===== src/rfda_pkg.sv =====
// ----------------------------------------------------------------------------
// rfda_pkg
// Shared types and constants for the radar frame distance averager.
// ----------------------------------------------------------------------------
`default_nettype none

package rfda_pkg;

	// frame layout
	localparam int unsigned PAYLOAD_LEN = 8;
	localparam int unsigned PosW        = $clog2(PAYLOAD_LEN + 1);

	localparam logic [7:0] HDR_BYTE  = 8'hAA;
	localparam logic [7:0] END_BYTE  = 8'h55;
	localparam logic [7:0] DIST_ID_A = 8'h0C;
	localparam logic [7:0] DIST_ID_B = 8'h07;

	// payload byte positions used by a distance frame
	localparam logic [PosW-1:0] POS_KIND = PosW'(0);
	localparam logic [PosW-1:0] POS_DHI  = PosW'(2);
	localparam logic [PosW-1:0] POS_DLO  = PosW'(3);
	localparam logic [PosW-1:0] POS_LAST = PosW'(PAYLOAD_LEN - 1);

	localparam logic [7:0] CNT_FULL = 8'hFF;

	// divider: 24-bit sum shifted by 8 fraction bits
	localparam int unsigned SumW  = 24;
	localparam int unsigned CntW  = 8;
	localparam int unsigned DvdW  = SumW + 8;
	localparam int unsigned StepW = $clog2(DvdW);

	typedef enum logic [2:0] {
		PH_HDR1,
		PH_HDR2,
		PH_ID1,
		PH_ID2,
		PH_PAY,
		PH_END1,
		PH_END2
	} phase_t;

	typedef enum logic [1:0] {
		BK_IDLE,
		BK_DIV,
		BK_DONE
	} back_state_t;

	// totals of one finished batch
	typedef struct packed {
		logic [CntW-1:0] count;
		logic [SumW-1:0] sum;
	} batch_t;

	// queue status seen by the front and back
	typedef struct packed {
		logic full;
		logic empty;
	} qstat_t;

endpackage

`default_nettype wire


===== src/rfda_in_if.sv =====
// ----------------------------------------------------------------------------
// rfda_in_if
// Byte channel from the serial receiver: valid/ready with byte and batch flag.
// ----------------------------------------------------------------------------
`default_nettype none

interface rfda_in_if;
	logic       valid;
	logic       ready;
	logic [7:0] rx_byte;
	logic       batch_end;

	modport source (output valid, output rx_byte, output batch_end, input ready);
	modport sink (input valid, input rx_byte, input batch_end, output ready);
endinterface

`default_nettype wire


===== src/rfda_out_if.sv =====
// ----------------------------------------------------------------------------
// rfda_out_if
// Result channel: one item per batch with valid flag, mean and frame count.
// ----------------------------------------------------------------------------
`default_nettype none

interface rfda_out_if;
	logic        valid;
	logic        ready;
	logic        reading_valid;
	logic [23:0] mean_distance_q8;
	logic [7:0]  frames_used;

	modport source (output valid, output reading_valid, output mean_distance_q8,
		output frames_used, input ready);
	modport sink (input valid, input reading_valid, input mean_distance_q8,
		input frames_used, output ready);
endinterface

`default_nettype wire


===== src/rfda_front.sv =====
// ----------------------------------------------------------------------------
// rfda_front
// Frame parser and batch accumulator. Takes one byte per cycle while the queue is
// not full and pushes the batch totals into the queue on a batch-end byte.
// ----------------------------------------------------------------------------
`default_nettype none

module rfda_front (
	input  wire logic                clk,
	input  wire logic                arst_n,
	rfda_in_if.sink                  in,
	input  wire rfda_pkg::qstat_t    qstat,
	output logic                     push,
	output rfda_pkg::batch_t         push_data
);

	rfda_pkg::phase_t               phase_q, phase_nxt;
	logic [7:0]                     id1_q, id2_q;
	logic [7:0]                     kind_q, dhi_q, dlo_q;
	logic [rfda_pkg::PosW-1:0]      pos_q;
	logic [rfda_pkg::SumW-1:0]      sum_q, sum_nxt;
	logic [rfda_pkg::CntW-1:0]      cnt_q, cnt_nxt;
	logic                           accept;
	logic                           hit;

	assign in.ready = !qstat.full;
	assign accept   = in.valid && in.ready;

	// distance frame completes on a good second end byte
	assign hit = (phase_q == rfda_pkg::PH_END2) && (in.rx_byte == rfda_pkg::END_BYTE)
		&& (id1_q == rfda_pkg::DIST_ID_A) && (id2_q == rfda_pkg::DIST_ID_B)
		&& (kind_q == 8'h00) && (cnt_q != rfda_pkg::CNT_FULL);

	assign sum_nxt = hit ? sum_q + {8'h00, dhi_q, dlo_q} : sum_q;
	assign cnt_nxt = hit ? cnt_q + 8'd1 : cnt_q;

	assign push           = accept && in.batch_end;
	assign push_data.count = cnt_nxt;
	assign push_data.sum   = sum_nxt;

	// parser next state
	always_comb begin
		phase_nxt = phase_q;
		unique case (phase_q)
			rfda_pkg::PH_HDR1: begin
				phase_nxt = (in.rx_byte == rfda_pkg::HDR_BYTE) ? rfda_pkg::PH_HDR2
					: rfda_pkg::PH_HDR1;
			end
			rfda_pkg::PH_HDR2: begin
				phase_nxt = (in.rx_byte == rfda_pkg::HDR_BYTE) ? rfda_pkg::PH_ID1
					: rfda_pkg::PH_HDR1;
			end
			rfda_pkg::PH_ID1: phase_nxt = rfda_pkg::PH_ID2;
			rfda_pkg::PH_ID2: phase_nxt = rfda_pkg::PH_PAY;
			rfda_pkg::PH_PAY: begin
				phase_nxt = (pos_q == rfda_pkg::POS_LAST) ? rfda_pkg::PH_END1
					: rfda_pkg::PH_PAY;
			end
			rfda_pkg::PH_END1: begin
				phase_nxt = (in.rx_byte == rfda_pkg::END_BYTE) ? rfda_pkg::PH_END2
					: rfda_pkg::PH_HDR1;
			end
			rfda_pkg::PH_END2: phase_nxt = rfda_pkg::PH_HDR1;
			default: phase_nxt = rfda_pkg::PH_HDR1;
		endcase
	end

	// parser and accumulator registers
	always_ff @(posedge clk or negedge arst_n) begin
		if (!arst_n) begin
			phase_q <= rfda_pkg::PH_HDR1;
			id1_q   <= 8'h00;
			id2_q   <= 8'h00;
			pos_q   <= '0;
			sum_q   <= '0;
			cnt_q   <= '0;
		end else if (accept) begin
			phase_q <= phase_nxt;
			if (phase_q == rfda_pkg::PH_ID1) begin
				id1_q <= in.rx_byte;
			end
			if (phase_q == rfda_pkg::PH_ID2) begin
				id2_q <= in.rx_byte;
				pos_q <= '0;
			end
			if (phase_q == rfda_pkg::PH_PAY) begin
				pos_q <= pos_q + 1'b1;
			end
			if (in.batch_end) begin
				sum_q <= '0;
				cnt_q <= '0;
			end else begin
				sum_q <= sum_nxt;
				cnt_q <= cnt_nxt;
			end
		end
	end

	// only the payload bytes a distance frame needs are kept
	always_ff @(posedge clk) begin
		if (accept && phase_q == rfda_pkg::PH_PAY) begin
			if (pos_q == rfda_pkg::POS_KIND) kind_q <= in.rx_byte;
			if (pos_q == rfda_pkg::POS_DHI)  dhi_q  <= in.rx_byte;
			if (pos_q == rfda_pkg::POS_DLO)  dlo_q  <= in.rx_byte;
		end
	end

endmodule

`default_nettype wire


===== src/rfda_queue.sv =====
// ----------------------------------------------------------------------------
// rfda_queue
// Two-entry queue of batch totals between the parser and the divider.
// ----------------------------------------------------------------------------
`default_nettype none

module rfda_queue (
	input  wire logic              clk,
	input  wire logic              arst_n,
	input  wire logic              push,
	input  wire rfda_pkg::batch_t  push_data,
	input  wire logic              pop,
	output rfda_pkg::batch_t       pop_data,
	output rfda_pkg::qstat_t       qstat
);

	rfda_pkg::batch_t mem_q [2];
	logic             wr_ptr_q, rd_ptr_q;
	logic [1:0]       fill_q;

	assign qstat.full  = (fill_q == 2'd2);
	assign qstat.empty = (fill_q == 2'd0);
	assign pop_data    = mem_q[rd_ptr_q];

	// pointers and fill level
	always_ff @(posedge clk or negedge arst_n) begin
		if (!arst_n) begin
			wr_ptr_q <= 1'b0;
			rd_ptr_q <= 1'b0;
			fill_q   <= 2'd0;
		end else begin
			if (push) wr_ptr_q <= !wr_ptr_q;
			if (pop)  rd_ptr_q <= !rd_ptr_q;
			if (push && !pop) fill_q <= fill_q + 2'd1;
			else if (pop && !push) fill_q <= fill_q - 2'd1;
		end
	end

	// entry storage
	always_ff @(posedge clk) begin
		if (push) mem_q[wr_ptr_q] <= push_data;
	end

endmodule

`default_nettype wire


===== src/rfda_back.sv =====
// ----------------------------------------------------------------------------
// rfda_back
// Mean computation: restoring divider, one quotient bit per cycle, followed
// by the result register.
// ----------------------------------------------------------------------------
`default_nettype none

module rfda_back (
	input  wire logic              clk,
	input  wire logic              arst_n,
	input  wire rfda_pkg::qstat_t  qstat,
	input  wire rfda_pkg::batch_t  pop_data,
	output logic                   pop,
	rfda_out_if.source             out
);

	rfda_pkg::back_state_t          state_q, state_nxt;
	logic [rfda_pkg::DvdW-1:0]      dvd_q;
	logic [rfda_pkg::CntW-1:0]      rem_q, div_q;
	logic [rfda_pkg::StepW-1:0]     step_q;
	logic [rfda_pkg::CntW:0]        trial;
	logic                           ge;
	logic                           load_out;
	logic                           out_valid_q;
	logic                           last_step;

	assign trial     = {rem_q, dvd_q[rfda_pkg::DvdW-1]};
	assign ge        = (trial >= {1'b0, div_q});
	assign last_step = (step_q == rfda_pkg::StepW'(rfda_pkg::DvdW - 1));

	// sequencer
	always_comb begin
		state_nxt = state_q;
		pop       = 1'b0;
		load_out  = 1'b0;
		unique case (state_q)
			rfda_pkg::BK_IDLE: begin
				if (!qstat.empty) begin
					pop       = 1'b1;
					state_nxt = rfda_pkg::BK_DIV;
				end
			end
			rfda_pkg::BK_DIV: begin
				if (last_step) state_nxt = rfda_pkg::BK_DONE;
			end
			rfda_pkg::BK_DONE: begin
				if (!out_valid_q || out.ready) begin
					load_out  = 1'b1;
					state_nxt = rfda_pkg::BK_IDLE;
				end
			end
			default: state_nxt = rfda_pkg::BK_IDLE;
		endcase
	end

	always_ff @(posedge clk or negedge arst_n) begin
		if (!arst_n) begin
			state_q     <= rfda_pkg::BK_IDLE;
			step_q      <= '0;
			out_valid_q <= 1'b0;
		end else begin
			state_q <= state_nxt;
			if (pop) step_q <= '0;
			else if (state_q == rfda_pkg::BK_DIV) step_q <= step_q + 1'b1;
			if (load_out) out_valid_q <= 1'b1;
			else if (out.ready) out_valid_q <= 1'b0;
		end
	end

	// divider datapath: quotient bits shift in as dividend bits shift out
	always_ff @(posedge clk) begin
		if (pop) begin
			dvd_q <= {pop_data.sum, 8'h00};
			div_q <= pop_data.count;
			rem_q <= '0;
		end else if (state_q == rfda_pkg::BK_DIV) begin
			dvd_q <= {dvd_q[rfda_pkg::DvdW-2:0], ge};
			rem_q <= ge ? rfda_pkg::CntW'(trial - {1'b0, div_q})
				: rfda_pkg::CntW'(trial);
		end
	end

	// result register; empty batch reports zeros
	always_ff @(posedge clk) begin
		if (load_out) begin
			out.reading_valid    <= (div_q != '0);
			out.frames_used      <= div_q;
			out.mean_distance_q8 <= (div_q != '0) ? dvd_q[rfda_pkg::SumW-1:0] : '0;
		end
	end

	assign out.valid = out_valid_q;

endmodule

`default_nettype wire


===== src/radar_frame_distance_averager_core.sv =====
// path: a batch-end byte's totals go through the queue, the restoring divider and
// the result register; an output that is not ready holds the result back
// throughput: one byte per cycle while the queue has room; the divider takes one batch
// at a time and a two-entry queue absorbs closely spaced batch ends before bytes stall
// reset: arst_n clears parser, totals, queue and output valid; no clearing pass
// ----------------------------------------------------------------------------
// radar_frame_distance_averager_core
// Parses radar frames, averages distance per batch and reports the mean.
// ----------------------------------------------------------------------------
`default_nettype none

module radar_frame_distance_averager_core (
	input  wire logic    clk,
	input  wire logic    arst_n,
	rfda_in_if.sink      in,
	rfda_out_if.source   out
);

	logic              push, pop;
	rfda_pkg::batch_t  push_data, pop_data;
	rfda_pkg::qstat_t  qstat;

	// parser and accumulator
	rfda_front u_front (
		.clk       (clk),
		.arst_n    (arst_n),
		.in        (in),
		.qstat     (qstat),
		.push      (push),
		.push_data (push_data)
	);

	// batch totals queue
	rfda_queue u_queue (
		.clk       (clk),
		.arst_n    (arst_n),
		.push      (push),
		.push_data (push_data),
		.pop       (pop),
		.pop_data  (pop_data),
		.qstat     (qstat)
	);

	// divider and result register
	rfda_back u_back (
		.clk      (clk),
		.arst_n   (arst_n),
		.qstat    (qstat),
		.pop_data (pop_data),
		.pop      (pop),
		.out      (out)
	);

`ifndef SYNTHESIS
	a_no_overflow: assert property (@(posedge clk) disable iff (!arst_n)
		push |-> !qstat.full || pop)
		else $error("queue written while full");

	a_no_underflow: assert property (@(posedge clk) disable iff (!arst_n)
		pop |-> !qstat.empty)
		else $error("queue read while empty");

	a_valid_matches_count: assert property (@(posedge clk) disable iff (!arst_n)
		out.valid |-> (out.reading_valid == (out.frames_used != 8'd0)))
		else $error("reading_valid disagrees with frames_used");
`endif

endmodule

`default_nettype wire

===== src/flat_wrapper.sv =====
// flat-port wrapper written by rule: the top's interface ports become plain ports
module radar_frame_distance_averager_core_flat 
  (clk, arst_n, in_valid, in_rx_byte, in_batch_end, in_ready, out_valid, out_reading_valid, out_mean_distance_q8, out_frames_used, out_ready);
  rfda_in_if in_i ();
  rfda_out_if out_i ();
  input  wire logic clk;
  input  wire logic arst_n;
  input wire logic [$bits(in_i.valid)-1:0] in_valid;
  input wire logic [$bits(in_i.rx_byte)-1:0] in_rx_byte;
  input wire logic [$bits(in_i.batch_end)-1:0] in_batch_end;
  output wire logic [$bits(in_i.ready)-1:0] in_ready;
  output wire logic [$bits(out_i.valid)-1:0] out_valid;
  output wire logic [$bits(out_i.reading_valid)-1:0] out_reading_valid;
  output wire logic [$bits(out_i.mean_distance_q8)-1:0] out_mean_distance_q8;
  output wire logic [$bits(out_i.frames_used)-1:0] out_frames_used;
  input wire logic [$bits(out_i.ready)-1:0] out_ready;
  assign in_i.valid = in_valid;
  assign in_i.rx_byte = in_rx_byte;
  assign in_i.batch_end = in_batch_end;
  assign in_ready = in_i.ready;
  assign out_valid = out_i.valid;
  assign out_reading_valid = out_i.reading_valid;
  assign out_mean_distance_q8 = out_i.mean_distance_q8;
  assign out_frames_used = out_i.frames_used;
  assign out_i.ready = out_ready;
  radar_frame_distance_averager_core u_core (.clk(clk), .arst_n(arst_n), .in(in_i), .out(out_i));
endmodule

===== config.mk =====
export PLATFORM = sky130hd
export DESIGN_NAME = radar_frame_distance_averager_core_flat
export DESIGN_NICKNAME = d
export VERILOG_FILES = /design/src/rfda_pkg.sv /design/src/rfda_in_if.sv /design/src/rfda_out_if.sv /design/src/rfda_front.sv /design/src/rfda_queue.sv /design/src/rfda_back.sv /design/src/radar_frame_distance_averager_core.sv /design/src/flat_wrapper.sv
export SDC_FILE = /design/constraint.sdc
export NUM_CORES = 1
export LEC_CHECK = 0
export ABC_CLOCK_PERIOD_IN_PS = 6810
export BUFFER_PORTS_ARGS = -buffer_cell sky130_fd_sc_hd__buf_2
export CORE_UTILIZATION = 55
export CTS_CLUSTER_DIAMETER = 100
export DETAILED_ROUTE_END_ITERATION = 16
export MAX_ROUTING_LAYER = met4
export PLACE_DENSITY_LB_ADDON = 0.1
export REMOVE_ABC_BUFFERS = 1
export SLEW_MARGIN = 20
export SYNTH_ARGS = -nofsm -noshare
export SYNTH_HDL_FRONTEND = slang
export SYNTH_SLANG_ARGS = --single-unit
export TNS_END_PERCENT = 100

===== constraint.sdc =====
create_clock -name clk -period 6.81 [get_ports clk]
set_input_delay 0.681 -clock clk [delete_from_list [all_inputs] [get_ports clk]]
set_output_delay 0.681 -clock clk [all_outputs]
set_load 0.02 [all_outputs]

==> results.cfg <==
[synth]
synth_top_area_cell = edfxtp_1
yosysWarningCount = 0
synth-edff-count = 153
synthDominantCellAreaShare = 0.420
synth_seq_cells = 236
postSynth.asyncResetShare = 0.284
yosys_most_used_dff = edfxtp_1
synthCells = 917
ys_seq_area_frac = 0.603
syn_area_um2 = 10900
netlist_top_cells_area = edfxtp_1, dfrtp_1, nand2_1
syn_area_per_cell_um2 = 11.9
synthDistinctLibCells = 67

[timing]
fin_setup_tns_ns = 0
tightestPinTransition_ns = 0.981
hold_slack_ns = 0.334
grt_setup_unrepaired = no
layout_min_cycle_time_ns = 2.94
setup-violations-final = 0
fin_crit_sh = 0.432
relSlewSlack = 0.346
final_max_slew_viol_count = 0
fmax_mhz = 340
worst_clock_skew_ns = 0.0112
hold_viol = 0

[drt]
drcViolationCount = 0
dr.pass1.iters = 5
routed_wl_mm = 20.8
drt-initial-drc-count = 443
wl_per_cell_um = 16.7
postRouteAntennaNets = 0
vias = 7056
via_per_inst = 5.68

[worst_setup_path]
critPathMaxFanout = 4
required_ns = 7.07
path_class = reg2reg
arrival_ns = 3.21
critPathLaunchType = flop
end_kind = flop

[cells_and_area]
final_nets = 1005
layout_commonest_cell = edfxtp_1
diodes = 0
layoutNonFillerInstCount = 1243
final_cell_mix = edfxtp_1, nand2_1, dfrtp_1
final_layout_size_suffix_gt1_frac = 0.141
syn2layout_area_growth_pct = 12.2
num-fill-cells = 1519
ff_latch_area_um2 = 6590
multi_input_area_um2 = 4110

[clocking]
cts_tree = yes
cts_hold_buf = 0
clkSinkCount = 236
path_clk_slew_ns = 0.07
clockBufferDepth = 3
numCtsBuffers = 25
cts_root_buffer = clkbuf_16
clk_latency_ns = 0.53
cts_setup_buffers = 0
cts.htree.levels = 1
cts.repair.resized = 0

[grt]
grt_pass1_vias = 6603
overflow = 0
grt_util_all_layers = 0.222
grt_max_degree = 68
antenna_found_initial = 0
grt_pass1_wl_mm = 34.3

[die]
die-width_um = 143
io_pins = 48
fp-row-count = 51
start_util = 0.562
die_area_um2 = 20400
die_y_um = 143
core_um2 = 19500

[hold_path]
hold_path.class = in2async

[power]
p_leak_nw = 5.02
ir_drop_v = 0.000182
finalPower_w = 0.00418
power.density_nw_per_um2 = 341

[flow_run]
maxCapViolations = 0

[place]
io_buffers = 47
finalWeightedCongestion = 0.923
dp.cells = 1196
dp_hpwl_mm = 14.0

[run_status]
outcome = completed
## final cells by class
cell class | count | area share
repair buffers | 56 | 0.0257
inverters | 23 | 0.00704
multi-input cells | 617 | 0.335
well taps | 265 | 0.0270
clock buffers | 32 | 0.0556
clock inverters | 14 | 0.0118
flip-flops and latches | 236 | 0.537
## power breakdown
group,switching (W),internal [W],total (W)
clock network,0.000555,0.000790,0.00134
logic,0.000506,0.000383,0.000890
registers,0.000121,0.00183,0.00195
## Yosys cell counts (3+ instances only)
cell	number
a31oi_1	3
mux2_2	28
or4_1	6
nand4_1	12
inv_1	23
or3_1	6
mux2i_1	32
dfrtp_1	67
edfxtp_1	153
buf_1	3
clkbuf_1	33
o21ai_1	20
nand2_1	124
o21ai_0	59
o31ai_1	7
nor4_2	4
o211ai_1	4
nor3_1	11
ha_1	31
and3_1	15
o221ai_1	5
nand4b_1	3
and2_1	29
a21boi_0	4
xor2_1	14
o311ai_0	3
dfxtp_1	16
buf_2	4
nand3_1	18
nand2b_1	6
nor2b_1	5
a21o_1	15
xnor2_1	23
nor2_1	33
nor4_1	5
a22oi_1	8
o21bai_1	4
a21oi_1	37
## per-layer routing
layer | vias up | global-route usage | wire, µm
li1 | 3483 | - | -
met1 | 3361 | 0.293 | 9650
met2 | 165 | 0.355 | 9690
met3 | 47 | 0.0298 | 847
met4 | 0 | 0.0713 | 616
met5 | - | - | 0
## flip-flops by register name, summed over array words and instances (netlist names)
register,cells
u_core.u_back.out.mean_distance_q8,24
u_core.u_queue.mem_q,64
u_core.u_back.div_q,8
u_core.u_back.state_q,2
u_core.u_front.id2_q,8
u_core.u_front.phase_q,3
u_core.u_front.kind_q,8
u_core.u_back.out.reading_valid,1
u_core.u_back.out.frames_used,8
u_core.u_queue.fill_q,2
u_core.u_front.id1_q,8
u_core.u_queue.wr_ptr_q,1
u_core.u_front.dhi_q,8
u_core.u_front.pos_q,4
u_core.u_front.sum_q,24
u_core.u_back.out.valid,1
u_core.u_back.rem_q,8
u_core.u_front.cnt_q,8
u_core.u_front.dlo_q,8
u_core.u_back.dvd_q,32
u_core.u_back.step_q,5
u_core.u_queue.rd_ptr_q,1
## logic make-up (layout without fill, tap and decap cells)
logic type	Yosys count	in the layout	share of synthesized area
XOR/XNOR	37	37	0.0296
multiplexers	60	60	0.0582
flip-flops	236	236	0.603
buffers and inverters	64	125	0.0231
AO/OA/AOI/OAI	194	194	0.110
AND/OR/NAND/NOR	293	293	0.137
adder cells (fa/ha/maj)	33	33	0.0391
## path summary, 6_finish.rpt
kind                                               end                     from  slack [ns]  cells after the start
setup / recovery           u_core.u_queue.mem_q[1][15]  u_core.u_front.dlo_q[1]        3.87                      7
hold / removal                 u_core.u_front.sum_q[4]                   arst_n        0.33                      2
setup reg to reg           u_core.u_queue.mem_q[1][15]  u_core.u_front.dlo_q[1]        3.87                      7
hold reg to reg                 u_core.u_back.dvd_q[1]   u_core.u_back.dvd_q[1]        0.47                      2
max in group asynchronous     u_core.u_queue.fill_q[1]                   arst_n        5.80                      2
min in group clk              u_core.u_front.kind_q[3]            in_rx_byte[3]        0.41                      1
## critical path, cell delays in order (launching register included)
cell and delay, ns:
edfxtp_1 0.46, ha_1 0.34, a211oi_1 0.09, o21ai_1 0.22
nand2_1 0.13, o311ai_0 0.78, a21oi_1 0.17, o31ai_1 0.48
## per-stage QoR
stage               utilization  cell area, µm²  worst slack, ns
floorplan                     -           10800             3.62
global placement          0.587           11400             3.56
detailed placement        0.587           11400             3.54
CTS                       0.629           12200             3.92
global route              0.630           12300             3.57
finish                    0.630           12300             3.87
(Power assumes the default switching activity.)
